### config.mk
export PLATFORM = sky130hd
export DESIGN_NAME = multicore_round_robin_task_scheduler
export DESIGN_NICKNAME = d
export VERILOG_FILES = /design/src/mrrts_pkg.sv /design/src/mrrts_ram.sv /design/src/mrrts_ctrl.sv /design/src/mrrts_dp.sv /design/src/multicore_round_robin_task_scheduler.sv
export SDC_FILE = /design/constraint.sdc
export NUM_CORES = 1
export LEC_CHECK = 0
export ABC_CLOCK_PERIOD_IN_PS = 3600
export BUFFER_PORTS_ARGS = -buffer_cell sky130_fd_sc_hd__buf_2
export CAP_MARGIN = 20
export CORE_MARGIN = 10
export CORE_UTILIZATION = 63
export CTS_CLUSTER_DIAMETER = 40
export DETAILED_ROUTE_END_ITERATION = 8
export GPL_TIMING_DRIVEN = 0
export HOLD_SLACK_MARGIN = 0.06
export MAX_ROUTING_LAYER = met4
export PLACE_DENSITY_LB_ADDON = 0.3
export SYNTH_ARGS = -nofsm -noshare
export SYNTH_HDL_FRONTEND = slang
export SYNTH_SLANG_ARGS = --single-unit
### constraint.sdc
create_clock -name clock -period 3.6 [get_ports clock]
set_clock_uncertainty 0.15 [all_clocks]
set_input_delay 0.9 -clock clock [delete_from_list [all_inputs] [get_ports clock]]
set_output_delay 0.9 -clock clock [all_outputs]
set_load 0.05 [all_outputs]
### src/mrrts_pkg.sv
// ----------------------------------------------------------------------------
// mrrts_pkg
// Shared types and constants for the multicore round-robin task scheduler.
// ----------------------------------------------------------------------------
package mrrts_pkg;

   // default sizes
   localparam int NUM_CORES_DEF    = 4;
   localparam int QUEUE_DEPTH_DEF  = 16;
   localparam int TASK_ID_BITS_DEF = 8;

   // fixed field widths on the ports
   localparam int CPU_W    = 2;
   localparam int TASK_W   = 8;
   localparam int STATUS_W = 2;

   // func codes
   localparam logic FUNC_CREATE = 1'b0;
   localparam logic FUNC_SCHED  = 1'b1;

   // old_status codes; anything else drops the old task
   localparam logic [STATUS_W-1:0] STATUS_RUNNING = 2'd0;
   localparam logic [STATUS_W-1:0] STATUS_EXITED  = 2'd1;

   typedef struct packed {
      logic                func;
      logic [CPU_W-1:0]    cpu_id;
      logic [TASK_W-1:0]   task_id;
      logic [STATUS_W-1:0] old_status;
   } req_type;

   typedef struct packed {
      logic [CPU_W-1:0]  target_cpu;
      logic              switch_valid;
      logic [TASK_W-1:0] next_task;
      logic              reclaim_valid;
      logic [TASK_W-1:0] reclaim_task;
      logic              queue_full;
   } rsp_type;

   typedef enum logic [2:0] {
      ST_IDLE,
      ST_DECIDE,
      ST_SCAN,
      ST_PLACE,
      ST_POP,
      ST_SWAP,
      ST_FINISH
   } state_type;

   // controller -> datapath
   typedef struct packed {
      logic load;
      logic start_run;
      logic reclaim;
      logic scan_init;
      logic scan_step;
      logic place;
      logic pop;
      logic swap;
      logic out_load;
   } cmd_type;

   // datapath -> controller
   typedef struct packed {
      logic in_range;
      logic is_create;
      logic run_valid;
      logic cnt_zero;
      logic scan_last;
      logic out_free;
   } sts_type;

endpackage

### src/mrrts_ram.sv
// ----------------------------------------------------------------------------
// mrrts_ram
// Generic single-write, single-read RAM with registered read data.
// ----------------------------------------------------------------------------
module mrrts_ram #(
   parameter int WIDTH = 8,
   parameter int DEPTH = 64
) (
   input  logic                     clock,
   input  logic                     we,
   input  logic [$clog2(DEPTH)-1:0] waddr,
   input  logic [WIDTH-1:0]         wdata,
   input  logic                     re,
   input  logic [$clog2(DEPTH)-1:0] raddr,
   output logic [WIDTH-1:0]         rdata
);

   logic [WIDTH-1:0] mem_ff [DEPTH];
   logic [WIDTH-1:0] rdata_ff;

   always_ff @(posedge clock) begin
      if (we) begin
         mem_ff[waddr] <= wdata;
      end
      if (re) begin
         rdata_ff <= mem_ff[raddr];
      end
   end

   assign rdata = rdata_ff;

endmodule

### src/mrrts_ctrl.sv
// ----------------------------------------------------------------------------
// mrrts_ctrl
// Sequencer for the scheduler: decides the path of each item and steps the
// datapath through load scan, queue access and result hand-off.
// ----------------------------------------------------------------------------
module mrrts_ctrl (
   input  logic               clock,
   input  logic               reset,
   input  logic               req_valid,
   output logic               req_ready,
   input  mrrts_pkg::sts_type sts,
   output mrrts_pkg::cmd_type cmd
);

   import mrrts_pkg::*;

   state_type state_ff, state_in;

   always_ff @(posedge clock) begin
      if (reset) begin
         state_ff <= ST_IDLE;
      end else begin
         state_ff <= state_in;
      end
   end

   always_comb begin
      state_in = state_ff;
      unique case (state_ff)
         ST_IDLE: begin
            if (req_valid) state_in = ST_DECIDE;
         end
         ST_DECIDE: begin
            if (!sts.in_range) begin
               state_in = ST_FINISH;
            end else if (sts.is_create) begin
               state_in = sts.run_valid ? ST_SCAN : ST_FINISH;
            end else if (!sts.run_valid || sts.cnt_zero) begin
               state_in = ST_FINISH;
            end else begin
               state_in = ST_POP;
            end
         end
         ST_SCAN: begin
            if (sts.scan_last) state_in = ST_PLACE;
         end
         ST_PLACE:  state_in = ST_FINISH;
         ST_POP:    state_in = ST_SWAP;
         ST_SWAP:   state_in = ST_FINISH;
         ST_FINISH: begin
            if (sts.out_free) state_in = ST_IDLE;
         end
         default:   state_in = ST_IDLE;
      endcase
   end

   always_comb begin
      cmd       = '0;
      req_ready = 1'b0;
      unique case (state_ff)
         ST_IDLE: begin
            req_ready = 1'b1;
            cmd.load  = req_valid;
         end
         ST_DECIDE: begin
            if (sts.in_range) begin
               if (sts.is_create) begin
                  cmd.start_run = !sts.run_valid;
                  cmd.scan_init = sts.run_valid;
               end else begin
                  cmd.reclaim = sts.run_valid;
               end
            end
         end
         ST_SCAN:   cmd.scan_step = 1'b1;
         ST_PLACE:  cmd.place     = 1'b1;
         ST_POP:    cmd.pop       = 1'b1;
         ST_SWAP:   cmd.swap      = 1'b1;
         ST_FINISH: cmd.out_load  = sts.out_free;
         default: ;
      endcase
   end

endmodule

### src/mrrts_dp.sv
// ----------------------------------------------------------------------------
// mrrts_dp
// Scheduler datapath: per-core running/exit slots, queue pointers and counts,
// shared ready-queue RAM, least-loaded scan registers and result register.
// ----------------------------------------------------------------------------
module mrrts_dp #(
   parameter int NUM_CORES    = mrrts_pkg::NUM_CORES_DEF,
   parameter int QUEUE_DEPTH  = mrrts_pkg::QUEUE_DEPTH_DEF,
   parameter int TASK_ID_BITS = mrrts_pkg::TASK_ID_BITS_DEF
) (
   input  logic               clock,
   input  logic               reset,
   input  mrrts_pkg::req_type req_data,
   output logic               rsp_valid,
   input  logic               rsp_ready,
   output mrrts_pkg::rsp_type rsp_data,
   input  mrrts_pkg::cmd_type cmd,
   output mrrts_pkg::sts_type sts
);

   import mrrts_pkg::*;

   localparam int CORE_BITS = (NUM_CORES > 1) ? $clog2(NUM_CORES) : 1;
   localparam int PTR_BITS  = $clog2(QUEUE_DEPTH);
   localparam int CNT_BITS  = $clog2(QUEUE_DEPTH + 1);
   localparam int RAM_DEPTH = NUM_CORES * QUEUE_DEPTH;
   localparam int ADDR_BITS = $clog2(RAM_DEPTH);

   localparam logic [ADDR_BITS-1:0] ROW_SIZE = ADDR_BITS'(QUEUE_DEPTH);
   localparam logic [PTR_BITS-1:0]  PTR_LAST = PTR_BITS'(QUEUE_DEPTH - 1);
   localparam logic [CNT_BITS-1:0]  CNT_FULL = CNT_BITS'(QUEUE_DEPTH);
   localparam logic [CORE_BITS-1:0] CORE_LAST = CORE_BITS'(NUM_CORES - 1);

   typedef logic [TASK_ID_BITS-1:0] tid_type;

   function automatic logic [ADDR_BITS-1:0] slot_addr(input logic [CORE_BITS-1:0] c,
                                                      input logic [PTR_BITS-1:0]  p);
      slot_addr = ADDR_BITS'(c) * ROW_SIZE + ADDR_BITS'(p);
   endfunction

   function automatic logic [PTR_BITS-1:0] ptr_next(input logic [PTR_BITS-1:0] p);
      ptr_next = (p == PTR_LAST) ? '0 : p + 1'b1;
   endfunction

   // item and per-core state
   req_type               req_ff;
   logic [CORE_BITS-1:0]  cur_ff, cur_in;
   logic [CORE_BITS-1:0]  best_ff, best_in;
   logic [CNT_BITS-1:0]   best_cnt_ff, best_cnt_in;
   tid_type               run_task_ff [NUM_CORES];
   tid_type               run_task_in [NUM_CORES];
   logic [NUM_CORES-1:0]  run_valid_ff, run_valid_in;
   logic [NUM_CORES-1:0]  exit_pend_ff, exit_pend_in;
   tid_type               exit_task_ff [NUM_CORES];
   tid_type               exit_task_in [NUM_CORES];
   logic [PTR_BITS-1:0]   head_ff [NUM_CORES];
   logic [PTR_BITS-1:0]   head_in [NUM_CORES];
   logic [PTR_BITS-1:0]   tail_ff [NUM_CORES];
   logic [PTR_BITS-1:0]   tail_in [NUM_CORES];
   logic [CNT_BITS-1:0]   cnt_ff [NUM_CORES];
   logic [CNT_BITS-1:0]   cnt_in [NUM_CORES];
   rsp_type               res_ff, res_in;
   rsp_type               rsp_ff;
   logic                  rsp_valid_ff, rsp_valid_in;

   // RAM port
   logic                  ram_we;
   logic [ADDR_BITS-1:0]  ram_waddr;
   tid_type               ram_wdata;
   tid_type               ram_rdata;

   tid_type               item_task;
   logic [CNT_BITS-1:0]   cur_cnt;
   logic                  less;
   logic [CORE_BITS-1:0]  scan_pick;

   assign item_task = TASK_ID_BITS'(req_ff.task_id);
   assign cur_cnt   = cnt_ff[cur_ff];
   assign less      = cur_cnt < best_cnt_ff;
   assign scan_pick = less ? cur_ff : best_ff;

   assign sts.in_range  = (32'(req_ff.cpu_id) < NUM_CORES);
   assign sts.is_create = (req_ff.func == FUNC_CREATE);
   assign sts.run_valid = run_valid_ff[cur_ff];
   assign sts.cnt_zero  = (cur_cnt == '0);
   assign sts.scan_last = (cur_ff == CORE_LAST);
   assign sts.out_free  = !rsp_valid_ff || rsp_ready;

   always_comb begin
      cur_in       = cur_ff;
      best_in      = best_ff;
      best_cnt_in  = best_cnt_ff;
      run_task_in  = run_task_ff;
      run_valid_in = run_valid_ff;
      exit_pend_in = exit_pend_ff;
      exit_task_in = exit_task_ff;
      head_in      = head_ff;
      tail_in      = tail_ff;
      cnt_in       = cnt_ff;
      res_in       = res_ff;
      ram_we       = 1'b0;
      ram_waddr    = slot_addr(cur_ff, tail_ff[cur_ff]);
      ram_wdata    = item_task;

      if (cmd.load) begin
         cur_in            = CORE_BITS'(req_data.cpu_id);
         res_in            = '0;
         res_in.target_cpu = req_data.cpu_id;
      end

      if (cmd.start_run) begin
         run_task_in[cur_ff]  = item_task;
         run_valid_in[cur_ff] = 1'b1;
         res_in.switch_valid  = 1'b1;
         res_in.next_task     = TASK_W'(item_task);
      end

      // reclaim opens every schedule on a busy core
      if (cmd.reclaim && exit_pend_ff[cur_ff]) begin
         res_in.reclaim_valid = 1'b1;
         res_in.reclaim_task  = TASK_W'(exit_task_ff[cur_ff]);
         exit_pend_in[cur_ff] = 1'b0;
      end

      if (cmd.scan_init) begin
         cur_in      = '0;
         best_in     = '0;
         best_cnt_in = '1;
      end

      // one core per cycle; strict less keeps the lowest index on ties
      if (cmd.scan_step) begin
         best_in     = scan_pick;
         best_cnt_in = less ? cur_cnt : best_cnt_ff;
         cur_in      = sts.scan_last ? scan_pick : cur_ff + 1'b1;
      end

      if (cmd.place) begin
         res_in.target_cpu = CPU_W'(cur_ff);
         if (cur_cnt == CNT_FULL) begin
            res_in.queue_full = 1'b1;
         end else begin
            ram_we          = 1'b1;
            tail_in[cur_ff] = ptr_next(tail_ff[cur_ff]);
            cnt_in[cur_ff]  = cur_cnt + 1'b1;
         end
      end

      if (cmd.pop) begin
         head_in[cur_ff] = ptr_next(head_ff[cur_ff]);
         cnt_in[cur_ff]  = cur_cnt - 1'b1;
      end

      // popped head is in ram_rdata; pop already freed a slot for a requeue
      if (cmd.swap) begin
         if (req_ff.old_status == STATUS_RUNNING) begin
            ram_we          = 1'b1;
            ram_wdata       = run_task_ff[cur_ff];
            tail_in[cur_ff] = ptr_next(tail_ff[cur_ff]);
            cnt_in[cur_ff]  = cur_cnt + 1'b1;
         end else if (req_ff.old_status == STATUS_EXITED) begin
            exit_pend_in[cur_ff] = 1'b1;
            exit_task_in[cur_ff] = run_task_ff[cur_ff];
         end
         run_task_in[cur_ff] = ram_rdata;
         res_in.switch_valid = 1'b1;
         res_in.next_task    = TASK_W'(ram_rdata);
      end

      rsp_valid_in = rsp_valid_ff;
      if (cmd.out_load) begin
         rsp_valid_in = 1'b1;
      end else if (rsp_ready) begin
         rsp_valid_in = 1'b0;
      end
   end

   always_ff @(posedge clock) begin
      if (reset) begin
         run_valid_ff <= '0;
         exit_pend_ff <= '0;
         rsp_valid_ff <= 1'b0;
         for (int i = 0; i < NUM_CORES; i++) begin
            head_ff[i] <= '0;
            tail_ff[i] <= '0;
            cnt_ff[i]  <= '0;
         end
      end else begin
         run_valid_ff <= run_valid_in;
         exit_pend_ff <= exit_pend_in;
         rsp_valid_ff <= rsp_valid_in;
         head_ff      <= head_in;
         tail_ff      <= tail_in;
         cnt_ff       <= cnt_in;
      end
   end

   always_ff @(posedge clock) begin
      if (cmd.load) begin
         req_ff <= req_data;
      end
      if (cmd.out_load) begin
         rsp_ff <= res_ff;
      end
      cur_ff       <= cur_in;
      best_ff      <= best_in;
      best_cnt_ff  <= best_cnt_in;
      run_task_ff  <= run_task_in;
      exit_task_ff <= exit_task_in;
      res_ff       <= res_in;
   end

   mrrts_ram #(
      .WIDTH (TASK_ID_BITS),
      .DEPTH (RAM_DEPTH)
   ) u_ready_ram (
      .clock (clock),
      .we    (ram_we),
      .waddr (ram_waddr),
      .wdata (ram_wdata),
      .re    (cmd.pop),
      .raddr (slot_addr(cur_ff, head_ff[cur_ff])),
      .rdata (ram_rdata)
   );

   assign rsp_valid = rsp_valid_ff;
   assign rsp_data  = rsp_ff;

endmodule

### src/multicore_round_robin_task_scheduler.sv
// ----------------------------------------------------------------------------
// multicore_round_robin_task_scheduler
// Task scheduler with one FIFO ready queue, one running slot and one exit
// slot per core. A create beat starts the task on an idle calling core, or
// appends it to the least-loaded queue (lowest index on ties; queue_full and
// a drop when that queue is full). A schedule beat on a busy core hands back
// a pending exited task, then, if its queue holds work, pops the head to run
// and requeues, parks or drops the old task by old_status. Every request
// beat yields exactly one response beat. One item is in work at a time;
// a schedule that switches pops the head and then swaps it in, as the
// ready-queue RAM has a registered read, and a placement walks the
// per-core counts one core per cycle. A finished response sits in an
// output register, so the next request is taken while it waits. No
// clearing pass follows reset.
// ----------------------------------------------------------------------------
module multicore_round_robin_task_scheduler #(
   parameter int NUM_CORES    = mrrts_pkg::NUM_CORES_DEF,
   parameter int QUEUE_DEPTH  = mrrts_pkg::QUEUE_DEPTH_DEF,
   parameter int TASK_ID_BITS = mrrts_pkg::TASK_ID_BITS_DEF
) (
   input  logic               clock,
   input  logic               reset,
   input  logic               req_valid,
   output logic               req_ready,
   input  mrrts_pkg::req_type req_data,
   output logic               rsp_valid,
   input  logic               rsp_ready,
   output mrrts_pkg::rsp_type rsp_data
);

   import mrrts_pkg::*;

   cmd_type cmd;
   sts_type sts;

   mrrts_ctrl u_ctrl (
      .clock     (clock),
      .reset     (reset),
      .req_valid (req_valid),
      .req_ready (req_ready),
      .sts       (sts),
      .cmd       (cmd)
   );

   mrrts_dp #(
      .NUM_CORES    (NUM_CORES),
      .QUEUE_DEPTH  (QUEUE_DEPTH),
      .TASK_ID_BITS (TASK_ID_BITS)
   ) u_dp (
      .clock     (clock),
      .reset     (reset),
      .req_data  (req_data),
      .rsp_valid (rsp_valid),
      .rsp_ready (rsp_ready),
      .rsp_data  (rsp_data),
      .cmd       (cmd),
      .sts       (sts)
   );

   // a result is never loaded over one still waiting
   a_no_overwrite: assert property (@(posedge clock) disable iff (reset)
      cmd.out_load |-> sts.out_free)
      else $error("response register overwritten");

   // sequencer issues one step at a time
   a_one_cmd: assert property (@(posedge clock) disable iff (reset)
      $onehot0(cmd))
      else $error("more than one datapath command");

   // busy right after taking a request
   a_busy_after_accept: assert property (@(posedge clock) disable iff (reset)
      (req_valid && req_ready) |=> !req_ready)
      else $error("request taken while busy");

   // a dropped placement never switches or reclaims
   a_full_alone: assert property (@(posedge clock) disable iff (reset)
      (rsp_valid && rsp_data.queue_full) |->
         (!rsp_data.switch_valid && !rsp_data.reclaim_valid))
      else $error("queue_full with switch or reclaim");

endmodule
==> results of run 1 <==
[registers in the layout, summed over array words and instances, names as in the netlist, 16 cells and up]
name,count
u_dp.res_ff,21
u_dp.rsp_data,21
u_dp.cnt_ff,20
u_dp.head_ff,16
u_dp.exit_task_ff,32
u_dp.tail_ff,16
u_dp.u_ready_ram.mem_ff,512
u_dp.run_task_ff,32
[cells in the mapped netlist (all sizes together) (4+ instances only)]
library cell and number:
nor3 5, mux2 42, nand3 11, a21oi 103, o21ai 20, inv 28
ha 12, mux4 46, a211o 10, o31ai 17, a22o 9, nor2b 56
clkbuf 41, xnor2 5, nand4 9, a211oi 88, nor2 160, a31oi 4
buf 72, mux2i 259, edfxtp 611, o22ai 24, dfxtp 99, or3 11
a32o 4, and2 7, nand2 76, nand2b 18
[critical path, stage by stage, from the launching register on]
cell and delay [ns]:
edfxtp_1 0.43, buf_12 0.17, mux4_2 0.60, clkbuf_4 0.31, buf_6 0.22, buf_2 0.20
nand2_1 0.27, o22ai_1 0.19, o31ai_2 0.46, nand4_1 0.28
[cell type report]
cell class | count | area [sq um]
flip-flops and latches | 710 | 20300
repair buffers | 90 | 963
multi-input cells | 1030 | 8730
plain buffers | 112 | 657
inverters | 28 | 105
clock buffers | 100 | 2350
well taps | 600 | 751
clock inverters | 58 | 566
fillers | 2456 | 11100
[final timing paths]
| check | from | endpoint | slack, ns |
|---|---|---|---|
| max | u_dp.cur_ff[0]$_DFFE_PP_ | u_dp.u_ready_ram.rdata[7]$_DFFE_PP_ | -0.02 |
| min | u_dp.res_ff[13]$_DFFE_PP_ | u_dp.rsp_data[13]$_DFFE_PP_ | 0.27 |
| max reg2reg | u_dp.cur_ff[0]$_DFFE_PP_ | u_dp.u_ready_ram.rdata[7]$_DFFE_PP_ | -0.02 |
| min reg2reg | u_dp.res_ff[13]$_DFFE_PP_ | u_dp.rsp_data[13]$_DFFE_PP_ | 0.27 |
[kinds of logic after synthesis]
group | after synthesis
compound gates | 298
flops | 710
fa+ha+maj | 12
mux | 347
simple gates | 367
xor+xnor | 6
buf+inv | 141
[stage by stage]
step                TNS (ns)  hold slack, ns  std cells
floorplan                  0           0.250       1881
CTS                   -0.119           0.272       2711
finish               -0.0367           0.273       2728
global placement     -308.39           0.252       2519
detailed placement   -346.89           0.257       2528
global route           -1.28           0.275       2728
[what timing repair did]
| action | in CTS | in global routing |
|---|---|---|
| gates cloned | 0 | 1 |
| hold buffers | 0 | 0 |
| resized for setup | 156 | 21 |
| endpoints found under the setup margin | 588 | 332 |
| pin swaps | 23 | 8 |
| buffers inserted | 25 | 15 |
[power by group through the flow]
| stage | Combinational, mW | Sequential [mW] | Clock, mW |
|---|---|---|---|
| after floorplan | 1.38 | 9.74 | 0 |
| after global placement | 1.96 | 9.76 | 0 |
| after detailed placement | 2.10 | 9.79 | 0 |
| after CTS | 2.18 | 9.62 | 8.71 |
| after global routing | 2.43 | 9.64 | 9.10 |
| final | 2.30 | 9.63 | 8.70 |
[layer usage]
layer | GRT usage, % | up-vias | wire [um]
li1 | - | 7610 | -
met4 | 13.3 | 0 | 3820
met2 | 41.0 | 1068 | 35000
met5 | - | - | 0
met3 | 4.58 | 257 | 6390
met1 | 33.0 | 8808 | 27400
==> metrics.cfg, run 1 <==
[outcome]
status = finished with violations
violations = setup timing

[clock_tree]
numClockSinks = 710
insertion_delay_ns = 0.63
path_clk_slew_ns = 0.06
cts_tree = yes
cts_buffer_depth = 3
cts_buffers = 86
htreeDepth = 3
clockRootBuffer = clkbuf_16

[final_layout]
nets = 2087
area_growth_pct = 18.3
design_area_sq_mm = 0.0345
n_antenna_cell = 0
final_common_cell = edfxtp_1
final_layout_size_suffix_gt1_share_pct = 23.4
fin_util_pct = 75.6
layout_common_cells = edfxtp_1, mux2i_1, dfxtp_1

[setup_path]
critPathLaunchType = flip-flop
path_max_fanout = 10
required_ns = 3.75
r2r_cells = 9
cp-end-kind = flip-flop
cp_data_arrival_time_ns = 3.77
critical_path_class = flip-flop to flip-flop

[power]
peakVddDrop_v = 0.000427
internal-power_mw = 15.5
combPwrFrac_pct = 11.1
p_clk_share_pct = 42.2
power.total_mw = 20.6
power_density_mw_per_mm2 = 599
pwr-share-seq_pct = 46.7
swShare_pct = 24.9
p_sw_mw = 5.14
p_leak_nw = 11.0

[die]
core_sq_mm = 0.0456
die_x_um = 235
dieArea_sq_mm = 0.0552
rows = 78
num_io_pins = 40
initial_core_util_pct = 63.9
die_h_um = 235

[placement]
placed_cell_area_sq_mm = 0.0302
post-dp-hpwl_um = 45400
place_ws_ns = -0.969
port_buffers = 38
gp_congestion = 0.974

[yosys]
syn_nets = 1910
synth-adder-area-share_pct = 0.515
yosysWarnings = 0
synth_ff_type = edfxtp_1
synthTopCellsByArea = edfxtp_1, mux2i_1, dfxtp_1
synth_simple_gate_area_share_pct = 5.93
synth_compound_gate_area_share_pct = 7.03
synth_top_family_by_area = multiplexers
ys_seq_area_share_pct = 69.8
syn_area_sq_mm = 0.0291
yosys.area_share.xor_xnor_pct = 0.180
synth.area.mux_share_pct = 14.1
synth.avg_cell_area_sq_um = 15.5
ys_ff_latch = 710
syn_inst = 1881
synth_top_cell_by_area = edfxtp_1
yosys.area.top_type_share_pct = 63.0
yosys.cell_types.count = 62
synth-edff-count = 611
async_flop_share_pct = 0

[grt]
grt_start_max_net_pins = 65
overflow = 0
grt_util_all_layers_pct = 26.3
grt_first_pass_wirelength_um = 109000
first_global_vias = 17800
antenna_found_initial = 0

[drt]
via_count = 17700
wl_per_cell_um = 26.6
drt_iter0_drc = 2252
dr.pass1.iters = 5
viasPerCell = 6.50
postRouteAntennaNets = 0
drc = 0
routed_wl_um = 72600

[sta]
min_period_ns = 3.62
finalHoldViolCount = 0
setup_viol = 3
period_share_pct = 101
tightest_slew_ns = 1.20
fin_ws_ns = -0.0200
timing.fmax_mhz = 276
maxSlewViolCount = 0
relSlewSlack_pct = 19.7

[run]
cap_violations = 0

[min_path]
whs_path_depth = 0
hold_class = flip-flop to flip-flop

(Power assumes the default switching activity.)
==> inputs of run 2 (changes only) <==
--- a/config.mk
+++ b/config.mk
@@ -5,6 +5,7 @@
 export SDC_FILE = /design/constraint.sdc
 export NUM_CORES = 1
 export LEC_CHECK = 0
+export ABC_AREA = 1
 export ABC_CLOCK_PERIOD_IN_PS = 3600
 export BUFFER_PORTS_ARGS = -buffer_cell sky130_fd_sc_hd__buf_2
 export CAP_MARGIN = 20
==> metrics.cfg, run 2 <==
[final_layout]
largest_reg_flops = 512  ; unchanged
top_register = u_dp.u_ready_ram.mem_ff  ; unchanged
nets = 3264  ; was 2087
reg.largest.list = u_dp.u_ready_ram.mem_ff: 512 flops, u_dp.exit_task_ff: 32 flops, u_dp.run_task_ff: 32 flops  ; unchanged
fillCellCount = 3118  ; was 2456
design_area_sq_mm = 0.0375  ; was 0.0345 sq mm
final_layout_size_suffix_gt1_share_pct = 15.2  ; was 23.4%
fin_util_pct = 76.4  ; was 75.6%
area_growth_pct = 19.4  ; was 18.3%
final_common_cell = edfxtp_1  ; unchanged
layout_common_cells = edfxtp_1, nand3_1, nand2_1  ; was edfxtp_1, mux2i_1, dfxtp_1

[sta]
maxSlewViolCount = 0  ; unchanged
period_share_pct = 100  ; was 101%
finalHoldViolCount = 0  ; unchanged
fin_ws_ns = -0.00541  ; was -0.0200 ns
hold_slack_ns = 0.267  ; was 0.273 ns
timing.fmax_mhz = 277  ; was 276 MHz
setup_viol = 3  ; unchanged
relSlewSlack_pct = 32.5  ; was 19.7%
min_period_ns = 3.61  ; was 3.62 ns
tightest_slew_ns = 1.01  ; was 1.20 ns
setup_tns_ns = -0.00822  ; was -0.0367 ns

[yosys]
synth_top_cell_by_area = edfxtp_1  ; unchanged
synthTopCellsByArea = edfxtp_1, nand3_1, dfxtp_1  ; was edfxtp_1, mux2i_1, dfxtp_1
yosys.area.top_type_share_pct = 58.5  ; was 63.0%
syn_nets = 3067  ; was 1910
yosys.area_share.xor_xnor_pct = 0.112  ; was 0.180%
synth.area.mux_share_pct = 0  ; was 14.1%
synth-edff-count = 611  ; unchanged
synth_ff_type = edfxtp_1  ; unchanged
synth_compound_gate_area_share_pct = 5.38  ; was 7.03%
ys_ff_latch = 710  ; unchanged
syn_area_sq_mm = 0.0314  ; was 0.0291 sq mm
async_flop_share_pct = 0  ; unchanged
synth.avg_cell_area_sq_um = 10.3  ; was 15.5 sq um
syn_inst = 3038  ; was 1881
synth_simple_gate_area_share_pct = 22.3  ; was 5.93%
synth_top_family_by_area = simple AND/OR/NAND/NOR gates  ; was multiplexers
ys_seq_area_share_pct = 64.8  ; was 69.8%
synth-adder-area-share_pct = 0.478  ; was 0.515%
yosysWarnings = 0  ; unchanged
yosysMostFrequentCell = edfxtp_1  ; unchanged
yosys.cell_types.count = 42  ; was 62
synth_common_cells = edfxtp_1, nand3_1, nand2_1  ; was edfxtp_1, mux2i_1, nor2_1

[clock_tree]
cts_hold_buf = 0  ; unchanged
cts_buffers = 95  ; was 86
insertion_delay_ns = 0.67  ; was 0.63 ns
clockRootBuffer = clkbuf_16  ; unchanged
numClockSinks = 710  ; unchanged
path_clk_slew_ns = 0.06  ; about the same
cts_buffer_depth = 3  ; unchanged
htreeDepth = 3  ; unchanged
cts_tree = yes  ; unchanged

[grt]
grt_start_max_net_pins = 33  ; was 65
grt_util_all_layers_pct = 32.3  ; was 26.3%
antenna_found_initial = 2  ; was 0
grt_first_pass_wirelength_um = 142000  ; was 109000 um
first_global_vias = 23900  ; was 17800
overflow = 0  ; unchanged

[power]
peakVddDrop_v = 0.000509  ; was 0.000427 V
p_sw_mw = 13.7  ; was 5.14 mW
combPwrFrac_pct = 39.9  ; was 11.1%
power_density_mw_per_mm2 = 871  ; was 599 mW/mm^2
pwr-share-seq_pct = 31.8  ; was 46.7%
swShare_pct = 42.0  ; was 24.9%
p_leak_nw = 14.4  ; was 11.0 nW
p_clk_share_pct = 28.3  ; was 42.2%
internal-power_mw = 18.9  ; was 15.5 mW

[drt]
via_count = 24800  ; was 17700
drc = 0  ; unchanged
routed_wl_um = 95700  ; was 72600 um
wl_per_cell_um = 24.0  ; was 26.6 um
drt_iter0_drc = 3818  ; was 2252
viasPerCell = 6.23  ; was 6.50
dr.pass1.iters = 8  ; was 5
postRouteAntennaNets = 0  ; unchanged

[setup_path]
path_max_fanout = 10  ; unchanged
cp_data_arrival_time_ns = 3.83  ; was 3.77 ns
required_ns = 3.83  ; was 3.75 ns
r2r_cells = 11  ; was 9
critical_path_class = flip-flop to flip-flop  ; unchanged
cp-end-kind = flip-flop  ; unchanged
critPathLaunchType = flip-flop  ; unchanged

[die]
initial_core_util_pct = 64.0  ; was 63.9%
die_h_um = 243  ; was 235 um
die_x_um = 243  ; was 235 um
num_io_pins = 40  ; unchanged
core_sq_mm = 0.0491  ; was 0.0456 sq mm
dieArea_sq_mm = 0.0591  ; was 0.0552 sq mm
rows = 81  ; was 78

[outcome]
status = finished with violations  ; unchanged
violations = setup timing  ; unchanged

[placement]
post-dp-hpwl_um = 63500  ; was 45400 um
port_buffers = 38  ; unchanged
placed_cell_area_sq_mm = 0.0329  ; was 0.0302 sq mm
gp_congestion = 1.01  ; was 0.974

[min_path]
hold_class = flip-flop to flip-flop  ; unchanged
whs_path_depth = 0  ; unchanged

[run]
cap_violations = 0  ; unchanged

==> run 2: cell type report <==
type                            instances  area [sq um]  share of cell area [%]
Multi-Input combinational cell       1782          9680                    25.8
Timing Repair Buffer                  102          1250                    3.35
Sequential cell                       710         20300                    54.2
Buffer                                175           853                    2.28
Clock inverter                         68           644                    1.72
Clock buffer                          108          2490                    6.64
Antenna cell                            2          5.00                  0.0134
Inverter                              369          1390                    3.70
Tap cell                              664           831                    2.22
==> run 2: kinds of logic (layout without fill, tap and decap cells) <==
logic type,count (synthesis),count (layout)
and+or+nand+nor,1462,1462
DFF,710,710
buffers and inverters,546,822
AOI/OAI and AO/OA,304,304
adders and majority gates,12,12
xor gates and xnor gates,4,4
other,0,2
==> run 2: metrics by stage <==
step / setup slack (ns) / instances / total power, mW
2_1_floorplan: -0.790 / 3038 / 17.8
3_3_place_gp: -6.43 / 3740 / 21.9
3_5_place_dp: -1.45 / 3762 / 22.3
4_1_cts: 0.000877 / 3953 / 31.9
5_1_grt: -0.0575 / 3980 / 33.7
6_report: -0.00541 / 3980 / 32.6
==> run 2: timing repair <==
item                                    CTS  global route
setup buffers                            17            24
endpoints found under the setup margin  722           785
resized for setup                       179            33
pin swaps                                17            13
==> run 2: path summary, 6_finish.rpt <==
path                                                 from                                  end  slack [ns]
worst min register to register  u_dp.res_ff[20]$_DFFE_PP_          u_dp.rsp_data[20]$_DFFE_PP_        0.27
worst max-delay path             u_dp.cur_ff[0]$_DFFE_PP_  u_dp.u_ready_ram.rdata[4]$_DFFE_PP_      -0.005
worst max register to register   u_dp.cur_ff[0]$_DFFE_PP_  u_dp.u_ready_ram.rdata[4]$_DFFE_PP_      -0.005
worst min-delay path            u_dp.res_ff[20]$_DFFE_PP_          u_dp.rsp_data[20]$_DFFE_PP_        0.27
==> run 2: worst max-delay path, stage by stage, from the launching register on <==
cell,delay (ns)
edfxtp_1,0.44
buf_4,0.17
buf_4,0.19
buf_4,0.20
nand2_1,0.08
a32oi_2,0.70
inv_2,0.31
buf_1,0.39
nand3_1,0.27
nand3_1,0.14
nand3_1,0.14
nand2_1,0.12
==> run 2: layer usage <==
metal / GRT usage (%) / vias to the layer above / routed length (um)
met5: - / - / 0
li1: - / 10900 / -
met3: 6.86 / 426 / 12100
met1: 39.7 / 11600 / 33800
met4: 17.4 / 0 / 5480
met2: 49.7 / 1879 / 44400
==> run 2: power groups by stage <==
stage          clock network (mW)  registers [mW]  logic, mW
4_1_cts                      9.22            10.4       12.3
3_3_place_gp                    0            10.8       11.1
6_report                     9.23            10.4       13.0
2_1_floorplan                   0            10.6       7.17
5_1_grt                      9.58            10.4       13.7
3_5_place_dp                    0            10.5       11.8
